--- config.mk ---
export PLATFORM = sky130hd
export DESIGN_NAME = gmspc_cell
export DESIGN_NICKNAME = d
export VERILOG_FILES = /design/src/rtl/gmspc_pkg.sv /design/src/rtl/gmspc_cell.sv
export SDC_FILE = /design/constraint.sdc
export NUM_CORES = 1
export LEC_CHECK = 0
export BUFFER_PORTS_ARGS = -buffer_cell sky130_fd_sc_hd__buf_2
export CORE_ASPECT_RATIO = 1.25
export CORE_UTILIZATION = 50
export DETAILED_ROUTE_END_ITERATION = 10
export PLACE_DENSITY = 0.79
export SLEW_MARGIN = 20
export SYNTH_ARGS = -nofsm -noshare
export SYNTH_HDL_FRONTEND = slang
export SYNTH_SLANG_ARGS = --single-unit
export TNS_END_PERCENT = 10
--- constraint.sdc ---
create_clock -name vclk -period 11.8
set_clock_uncertainty 0.2 [all_clocks]
set_input_delay 3.54 -clock vclk [all_inputs]
set_output_delay 3.54 -clock vclk [all_outputs]
set_load 0.1 [all_outputs]
--- src/rtl/gmspc_pkg.sv ---
// ----------------------------------------------------------------------------
// gmspc_pkg
// Types and constants shared by the grid max-score path counter.
// ----------------------------------------------------------------------------
package gmspc_pkg;

    localparam int SCORE_W = 16;
    localparam int COUNT_W = 30;
    localparam int CFG_W   = 8;

    localparam logic [COUNT_W-1:0] COUNT_MOD   = 30'd1000000007;
    localparam logic [SCORE_W-1:0] SCORE_MAX   = 16'hFFFF;
    localparam logic [CFG_W-1:0]   WIDTH_RESET = 8'd128;

    typedef enum logic [1:0] {
        KIND_DIGIT    = 2'd0,
        KIND_START    = 2'd1,
        KIND_OBSTACLE = 2'd2,
        KIND_END      = 2'd3
    } t_kind;

    typedef struct packed {
        logic [1:0] cell_kind;
        logic [3:0] digit_value;
        logic       last_cell;
    } t_in;

    typedef struct packed {
        logic [SCORE_W-1:0] best_score;
        logic [COUNT_W-1:0] path_count;
    } t_out;

    typedef struct packed {
        logic [SCORE_W-1:0] score;
        logic [COUNT_W-1:0] count;
    } t_path;

endpackage

--- src/rtl/gmspc_cell.sv ---
// ----------------------------------------------------------------------------
// gmspc_cell
// One merge cell: folds a neighbor's score and count into the running best.
// ----------------------------------------------------------------------------
module gmspc_cell (
    input  logic              i_en,
    input  gmspc_pkg::t_path  i_nbr,
    input  gmspc_pkg::t_path  i_acc,
    output gmspc_pkg::t_path  o_acc
);

    logic [gmspc_pkg::COUNT_W:0] sum;
    logic [gmspc_pkg::COUNT_W:0] sum_red;

    always_comb begin
        sum = {1'b0, i_acc.count} + {1'b0, i_nbr.count};
        if (sum >= {1'b0, gmspc_pkg::COUNT_MOD}) begin
            sum_red = sum - {1'b0, gmspc_pkg::COUNT_MOD};
        end else begin
            sum_red = sum;
        end
    end

    always_comb begin
        o_acc = i_acc;
        if (i_en && (i_nbr.count != '0)) begin
            if ((i_acc.count == '0) || (i_nbr.score > i_acc.score)) begin
                o_acc = i_nbr;
            end else if (i_nbr.score == i_acc.score) begin
                o_acc.count = sum_red[gmspc_pkg::COUNT_W-1:0];
            end
        end
    end

endmodule

* Yosys cells after proc, flatten, opt, wreduce, memory -nomap -nowiden
Cells that the tools add are included.
W data, S select, Z words.
** Word-level totals
- RAM bits :: 0
- Bits in read-only memories :: 0
- Memories :: 0
- Bits of input ports :: 93
- Register bits :: 0
- Bits in latches :: 0
** Operators by class
- Reductions and logical operators :: 4
- $mul :: 0
- Div/mod/pow operators :: 0
- Bitwise operators :: 0
- Order comparisons :: 2
- Shifts and indexed selects :: 0
- Add/sub/neg operators :: 2
- Multiplexer cells :: 5
- Eq/ne operators :: 1
** Operators with widths (number)
- $mux W30 :: 3
- $mux W46 :: 1
- $add A30 B30 Y31 :: 1
- $ge A31 B30 Y1 const B :: 1
- $logic_not A30 Y1 :: 1
- $reduce_bool A30 Y1 :: 1
- $sub A30 B30 Y30 const B :: 1
- $eq A16 B16 Y1 :: 1
- $gt A16 B16 Y1 :: 1
- $mux W16 :: 1
- $logic_and A1 B1 Y1 :: 1
- $logic_or A1 B1 Y1 :: 1

* Depth between registers and ports, before layout
Gate-level depths: netlist (run 1).
- Word-level depth :: 6
- Gate-level depth with buffers :: 15
- Mapped depth without buffers :: 13

* Worst setup path before layout (run 1)
Ideal clock, no wire load.
- Kind :: input-to-output
- From :: input port i_nbr[0] (netlist name)
- To :: output port o_acc[4] (netlist name)
- Path slack :: -1272 ps
- Data arrival time :: 9332 ps
- Stages :: 15
- Cells stage by stage :: ha_1 -> fa_1 -> a21o_1 -> a311o_1 -> a21bo_2 -> a21o_1 -> a221o_1 -> xor2_1 -> o21ai_1 -> o31ai_1 -> or2_1 -> buf_6 -> buf_12 -> nor3_2 -> a311oi_1
** RTL lines
- start: declaration :: RTL line gmspc_cell.sv:7 : input gmspc_pkg::t_path i_nbr,
- end: declaration :: RTL line gmspc_cell.sv:9 : output gmspc_pkg::t_path o_acc

==> impl_metrics.json, run 1 <==
{
  "rows": 37,
  "final_hold_viol_count": 0,
  "ir_drop_uv": 58.3,
  "synth_area_sq_um": 4320,
  "firstDrtPassIters": 9,
  "final.period_utilization_pct": 99.5,
  "clock.fmax_ghz": 0.0852,
  "switching_share_pct": 67.3,
  "yosys.area_share.simple_pct": 28.7,
  "whs_path_depth": 4,
  "start_util_pct": 52.2,
  "timing.final.crit_period_ns": 11.74,
  "drc_errors": 0,
  "ys_types": 79,
  "final_common_cell": "buf_2",
  "top_layer": "met4",
  "tns_ns": 0,
  "drt-total-wl_um": 19000,
  "wl_per_cell_um": 21.5,
  "p_leak_nw": 2.50,
  "cp_data_arrival_time_ns": 8.00,
  "required_ns": 8.06,
  "synthXorXnorAreaFrac_pct": 5.47,
  "diodes": 0,
  "combPwrFrac_pct": 100.0,
  "yosysTopAreaCellShare_pct": 13.6,
  "placed_cells": 883,
  "synth_top_cells_by_area": "ha_1 14%, o21ai_0 6.0%, nand2_1 5.9%, a21oi_1 5.4%, a21o_1 4.3%",
  "area_growth_pct": 30.0,
  "vias_per_cell": 7.09,
  "worst_slack_ns": 0.0638,
  "layout-drive-gt1-share_pct": 24.9,
  "tightest_slew_ns": 1.17,
  "drt_iter0_markers": 743,
  "crit_path_max_fanout": 8,
  "slew_violations": 0,
  "avgSynthCellArea_sq_um": 6.56,
  "yosys.area.top_type": "ha_1",
  "dpl.hpwl_um": 15400,
  "hold_path.class": "in2out",
  "setup_viol": 0,
  "grt_pass1_wl_um": 30100,
  "start_kind": "input pin",
  "nClkBuffers": 0,
  "maxSlewHeadroom_pct": 21.7,
  "finalNonFillerCells": 884,
  "p_int_mw": 0.167,
  "hold-worst-slack_ns": 7.35,
  "synth_top_family_by_area": "compound AO/OA/AOI/OAI gates",
  "nFillCells": 760,
  "grt_pass1_vias": 6038,
  "syn_nets": 800,
  "nNetsFinal": 930,
  "synthAdderAreaFrac_pct": 14.1,
  "grt_overflow": 0,
  "crit_type": "in2out",
  "grt_use_total_pct": 41.4,
  "pwr_density_cell_nw_per_um2": 90.8,
  "seqCellArea_sq_um": 0,
  "die_area_sq_um": 9020,
  "synth-compound-area-share_pct": 43.7,
  "antenna_found_initial": 0,
  "finish.utilization_pct": 67.8,
  "wl_met1_um": 6900,
  "grt_max_degree": 27,
  "seq_cell_count": 0,
  "vias": 6268,
  "drv_cap": 0,
  "outcome": "finished, final reports clean",
  "pre_cts_ws_ns": 0.0677,
  "gp_congestion": 1.08,
  "ys_warn_count": 0,
  "dieHeight_um": 106,
  "place.port_buffers": 139,
  "p_sw_mw": 0.343,
  "io_pins": 139,
  "synthMuxAreaShare_pct": 1.45,
  "seq_area_frac_synth_pct": 0,
  "synthCells": 659,
  "seq_power_share_pct": 0,
  "wl_met2_um": 8900,
  "ant_nets": 0,
  "clkPwrFrac_pct": 0,
  "route.met3.wl_um": 1770,
  "mostFrequentLayoutCells": "112 x buf_2, 68 x nand2_1, 48 x o21ai_0",
  "core_sq_um": 8290,
  "die_x_um": 85.2,
  "cp-end-kind": "output pin"
}
==> cell families (layout without fill, tap and decap cells) <==
| logic type | Yosys count | count (layout) |
|---|---|---|
| muxes | 6 | 6 |
| adders and majority gates | 48 | 48 |
| AOI/OAI and AO/OA | 272 | 272 |
| buffers and inverters | 64 | 192 |
| xor gates and xnor gates | 27 | 27 |
| and+or+nand+nor | 242 | 242 |
==> stage by stage <==
stage	power, mW	cell area (sq um)
2_1_floorplan	0.344	4350
3_3_place_gp	0.485	5580
3_5_place_dp	0.492	5580
4_1_cts	0.494	5580
5_1_grt	0.537	5620
6_report	0.510	5620
==> cell usage after synthesis, types with 4 or more instances <==
master	instances
a211oi_1	11
nand2_1	68
o21a_1	11
o211ai_1	13
a31oi_1	7
a21boi_0	4
and2_1	10
o31ai_1	6
nand2b_1	4
ha_1	47
a22oi_1	11
and4_1	6
a222oi_1	4
a21oi_1	47
or3_1	4
o22ai_1	16
xor2_1	9
nand4_1	21
nor4_1	20
nor3_1	19
o221ai_1	4
nor2_1	40
nand3_1	20
clkbuf_1	23
a221oi_1	4
a211o_1	11
mux2i_1	4
o21ai_0	52
inv_1	30
or2_2	4
buf_2	6
a21o_1	25
xnor2_1	18
and3_1	9
o21ai_1	6
==> routing by layer <==
metal / up-vias / global-route usage, %
met1: 2845 / 49.0
met4: 0 / 24.5
met2: 453 / 71.1
met3: 113 / 4.97
met5: - / 0
li1: 2857 / -
==> critical path, cell delays in order <==
cell and delay, ns:
buf_2 0.13, ha_1 0.24, fa_1 0.46, a21o_1 0.30, a22o_1 0.22, or3_1 0.35
a222oi_1 0.38, buf_4 0.19, nand3b_1 0.08, nor4_1 0.31, a41oi_1 0.25, a2111oi_4 0.45
buf_4 0.22, o21ai_1 0.12, mux2_2 0.30, o21ai_1 0.22, buf_12 0.21
==> final cells by class <==
class                      count  area [sq um]  area share (%)
inverter                      30           113            2.00
multi-input combinational    595          4110            73.2
tap                           97           121            2.16
timing repair buffer         162          1270            22.7
==> final timing paths <==
check | start | to | slack (ns)
max | i_nbr[0] | o_acc[5] | 0.06
min | i_acc[3] | o_acc[3] | 7.35
==> power by group through the flow <==
| stage | clock network, mW | logic [mW] | registers [mW] |
|---|---|---|---|
| 5_1_grt | 0 | 0.537 | 0 |
| 2_1_floorplan | 0 | 0.344 | 0 |
| 4_1_cts | 0 | 0.494 | 0 |
| 3_3_place_gp | 0 | 0.485 | 0 |
| 6_report | 0 | 0.510 | 0 |
| 3_5_place_dp | 0 | 0.492 | 0 |
==> repair_timing <==
| action | CTS | global route |
|---|---|---|
| hold buffers | 0 | 0 |
| gates resized for setup | 0 | 9 |
| endpoints found under the setup margin | 0 | 26 |
| buffers inserted | 0 | 1 |
No activity file was read; power rests on OpenSTA's default activity.
==> run 2: changes to the inputs <==
MAX_ROUTING_LAYER = met4   (was default)
PLACE_DENSITY = default   (was 0.79)
PLACE_DENSITY_LB_ADDON = 0.05   (was default)
REMOVE_ABC_BUFFERS = 1   (was default)
==> run 2 against run 1 <==
  * Global-route usage shrank 0.87 points
  * Critical path type unchanged
  * Critical path depth grew 1
  * First-iteration DRC count shrank 21%
==> impl_metrics.json, run 2 (synthesis gave the netlist of run 1 again) <==
{
  "outcome": "finished, final reports clean",
  "seqCellArea_sq_um": 0,
  "nNetsFinal": 935,
  "ant_nets": 0,
  "setup_viol": 0,
  "vias": 6282,
  "ctsHoldBuffers": 0,
  "grt_max_degree": 31,
  "ir_drop_uv": 43.1,
  "dieHeight_um": 106,
  "die_area_sq_um": 9020,
  "drt_iter0_markers": 584,
  "p_sw_mw": 0.339,
  "antenna_found_initial": 0,
  "die_x_um": 85.2,
  "seq_power_share_pct": 0,
  "crit_path_max_fanout": 7,
  "core_sq_um": 8290,
  "grt_pass1_wl_um": 28800,
  "clock.fmax_ghz": 0.0862,
  "final_common_cell": "buf_2",
  "postPlaceCellArea_sq_um": 5560,
  "drt-total-wl_um": 18500,
  "nFillCells": 702,
  "pwr_density_cell_nw_per_um2": 89.7,
  "tightest_slew_ns": 0.976,
  "nClkBuffers": 0,
  "final.period_utilization_pct": 98.3,
  "combPwrFrac_pct": 100.0,
  "cp_data_arrival_time_ns": 7.86,
  "firstDrtPassIters": 7,
  "io_pins": 139,
  "crit_type": "in2out",
  "cp-end-kind": "output pin",
  "drv_cap": 0,
  "rows": 37,
  "vias_per_cell": 7.07,
  "grt_overflow": 0,
  "p_leak_nw": 2.51,
  "final_hold_viol_count": 0,
  "maxSlewHeadroom_pct": 34.6,
  "slew_violations": 0,
  "grt_pass1_vias": 5910,
  "final_area_sq_um": 5620,
  "place.port_buffers": 139,
  "dpl.hpwl_um": 15100,
  "grt_use_total_pct": 40.5,
  "area_growth_pct": 29.9,
  "tns_ns": 0,
  "clkPwrFrac_pct": 0,
  "diodes": 0,
  "start_kind": "input pin",
  "layout-drive-gt1-share_pct": 24.7,
  "wl_per_cell_um": 20.8,
  "required_ns": 8.06,
  "start_util_pct": 52.2,
  "drc_errors": 0,
  "p_int_mw": 0.165,
  "hold_path.class": "in2out",
  "mostFrequentLayoutCells": "114 x buf_2, 68 x nand2_1, 52 x o21ai_0",
  "gp_congestion": 1.06,
  "seq_cell_count": 0,
  "timing.final.crit_period_ns": 11.60,
  "switching_share_pct": 67.2
}
## run 2: changes by cell type in the layout (fill, tap and decap cells not counted), moves of 2 or more
cell / delta
o21ai_1: -3
buf_12: -2
o21ai_0: +4
buf_4: +5
buf_2: +2
nor3_2: -2
## run 2: worst paths after layout
path      from        end  slack, ns  cells after the start
min   i_acc[3]   o_acc[3]       7.35                      4
max   i_nbr[0]  o_acc[20]       0.20                     18
## run 2: through the flow
stage               hold slack [ns]  cells  total power, mW  worst slack (ns)  utilization, %
floorplan                      7.22    625            0.334             -1.50               -
global placement               7.34    888            0.482             0.229            67.1
detailed placement             7.35    888            0.487            0.0884            67.1
CTS                            7.35    888            0.489            0.0411            67.1
global route                   7.37    889            0.530           -0.0321            67.8
finish                         7.35    889            0.504             0.197            67.8
## run 2: power groups by stage
stage               clock [mW]  combinational, mW  sequential (mW)
floorplan                    0              0.334                0
global placement             0              0.482                0
detailed placement           0              0.487                0
CTS                          0              0.489                0
global route                 0              0.530                0
finish                       0              0.504                0
## run 2: layer usage
metal	routed length (um)	share of wire [%]	vias to the layer above	global-route usage (%)
met5	0	0	-	-
met4	1120	6.1	0	23.1
met3	1730	9.4	104	5.67
met2	8750	47	459	67.9
met1	6880	37	2851	46.1
li1	-	-	2868	-
## run 2: final cells by class
cell class / count / area (sq um) / share of cell area [%]
inverters: 30 / 113 / 2.01
repair buffers: 167 / 1280 / 22.8
multi-input cells: 595 / 4100 / 73.0
well taps: 97 / 121 / 2.16
## run 2: critical path, stage by stage
cell	delay, ns
buf_2	0.12
ha_1	0.24
fa_1	0.39
a21o_1	0.28
a2111oi_0	0.43
o211ai_1	0.19
a222oi_1	0.32
buf_4	0.19
nand3b_1	0.08
nor4_1	0.27
a41oi_1	0.26
a2111oi_4	0.46
buf_4	0.20
o21ai_0	0.09
xor2_1	0.17
o21ai_0	0.27
buf_4	0.18
buf_12	0.16
## run 2: repair_timing
item                                    4_1_cts  5_1_grt
endpoints found under the setup margin        0       24
buffers inserted                              0        1
gates resized for setup                       0        8
==> run 3: changes to the inputs <==
BUFFER_PORTS_ARGS = default   (was -buffer_cell sky130_fd_sc_hd__buf_2)
DONT_BUFFER_PORTS = 1   (was default)
==> run 3 against run 2 <==
  * Setup slack got worse by 0.0035 ns
  * First-iteration DRC count rose by 10%
  * Worst hold slack got worse by 0.15 ns
  * Sequential share of layout area did not move
  * Combinational power fell by 4.4%
  * Flip-flop and latch count did not move
==> impl_metrics.json, run 3 (synthesis gave the netlist of run 1 again) <==
{
  "wl_per_cell_um": 23.1,
  "grt_use_total_pct": 38.8,
  "grt_max_degree": 31,
  "timing.final.crit_period_ns": 11.61,
  "hold_path.class": "in2out",
  "drv_cap": 0,
  "vias_per_cell": 7.43,
  "area_growth_pct": 20.3,
  "multiInputGateArea_sq_um": 4230,
  "drc_errors": 0,
  "pwr_density_cell_nw_per_um2": 92.8,
  "drt-total-wl_um": 17900,
  "drt_iter0_markers": 644,
  "nNetsFinal": 821,
  "antenna_found_initial": 0,
  "seqCellArea_sq_um": 0,
  "place.port_buffers": 0,
  "firstDrtPassIters": 5,
  "grt_pass1_vias": 5504,
  "ir_drop_uv": 49.4,
  "nFillCells": 745,
  "final_common_cell": "nand2_1",
  "die_area_sq_um": 9020,
  "final_hold_viol_count": 0,
  "vias": 5759,
  "start_util_pct": 52.2,
  "final.period_utilization_pct": 98.4,
  "ant_nets": 0,
  "die_x_um": 85.2,
  "cp-end-kind": "output pin",
  "tns_ns": 0,
  "rows": 37,
  "gp_congestion": 1.08,
  "dieHeight_um": 106,
  "worst_slack_ns": 0.194,
  "maxSlewHeadroom_pct": 26.2,
  "hold-worst-slack_ns": 7.20,
  "setup_viol": 0,
  "crit_path_max_fanout": 14,
  "core_sq_um": 8290,
  "diodes": 0,
  "start_kind": "input pin",
  "tightest_slew_ns": 1.11,
  "slew_violations": 0,
  "crit_type": "in2out",
  "outcome": "finished, final reports clean",
  "cp_data_arrival_time_ns": 7.87,
  "p_leak_nw": 2.11,
  "grt_pass1_wl_um": 27400,
  "layout-drive-gt1-share_pct": 16.8,
  "nClkBuffers": 0,
  "seq_cell_count": 0,
  "ctsHoldBuffers": 0,
  "required_ns": 8.06,
  "clock.fmax_ghz": 0.0862,
  "pre_cts_ws_ns": 0.146,
  "mostFrequentLayoutCells": "68 x nand2_1, 47 x ha_1, 39 x a21oi_1",
  "io_pins": 139,
  "dpl.hpwl_um": 14600,
  "grt_overflow": 0
}
run 3: worst paths after layout:
path                   endpoint  cells past startpoint      from  slack [ns]
worst min-delay path   o_acc[5]                      3  i_acc[5]        7.20
worst max-delay path  o_acc[24]                     15  i_nbr[4]        0.19
run 3: layer usage:
layer  up-vias  routed length [um]  track usage (%)
met5         -                   0                -
met4         0                1100             21.4
met3        72                1490             3.49
met2       369                8620             66.8
met1      2675                6680             44.1
li1       2643                   -                -
run 3: metrics by stage:
| stage | utilization (%) | power (mW) | area [sq um] | std cells |
|---|---|---|---|---|
| floorplan | - | 0.334 | 4150 | 625 |
| global placement | 62.4 | 0.465 | 5170 | 773 |
| finish | 62.7 | 0.482 | 5200 | 775 |
| global route | 62.7 | 0.506 | 5200 | 775 |
| CTS | 62.4 | 0.472 | 5170 | 773 |
| detailed placement | 62.4 | 0.470 | 5170 | 773 |
run 3: critical path, stage by stage:
cell	delay (ns)
ha_1	0.59
a21oi_1	0.13
o221ai_1	0.30
a32oi_2	0.18
a211oi_1	0.69
or3_1	0.22
nand3_1	0.08
a31oi_1	0.57
o31ai_1	0.12
buf_4	0.19
or2_1	0.29
buf_4	0.20
and4_1	0.22
nor3_2	0.31
buf_16	0.21
run 3: report_power, final:
group / internal (mW) / switching, mW / leakage [nW]
registers: 0 / 0 / 0
logic: 0.152 / 0.330 / 2.11
clock network: 0 / 0 / 0
run 3: repair_timing:
item                                    4_1_cts  5_1_grt
gates resized for setup                       0        3
endpoints found under the setup margin        0       25
setup buffers                                 0        2
run 3: area by class of cell:
cell class,instances,share of cell area [%]
inverters,30,2.17
multi-input cells,595,81.4
well taps,97,2.33
repair buffers,53,14.1
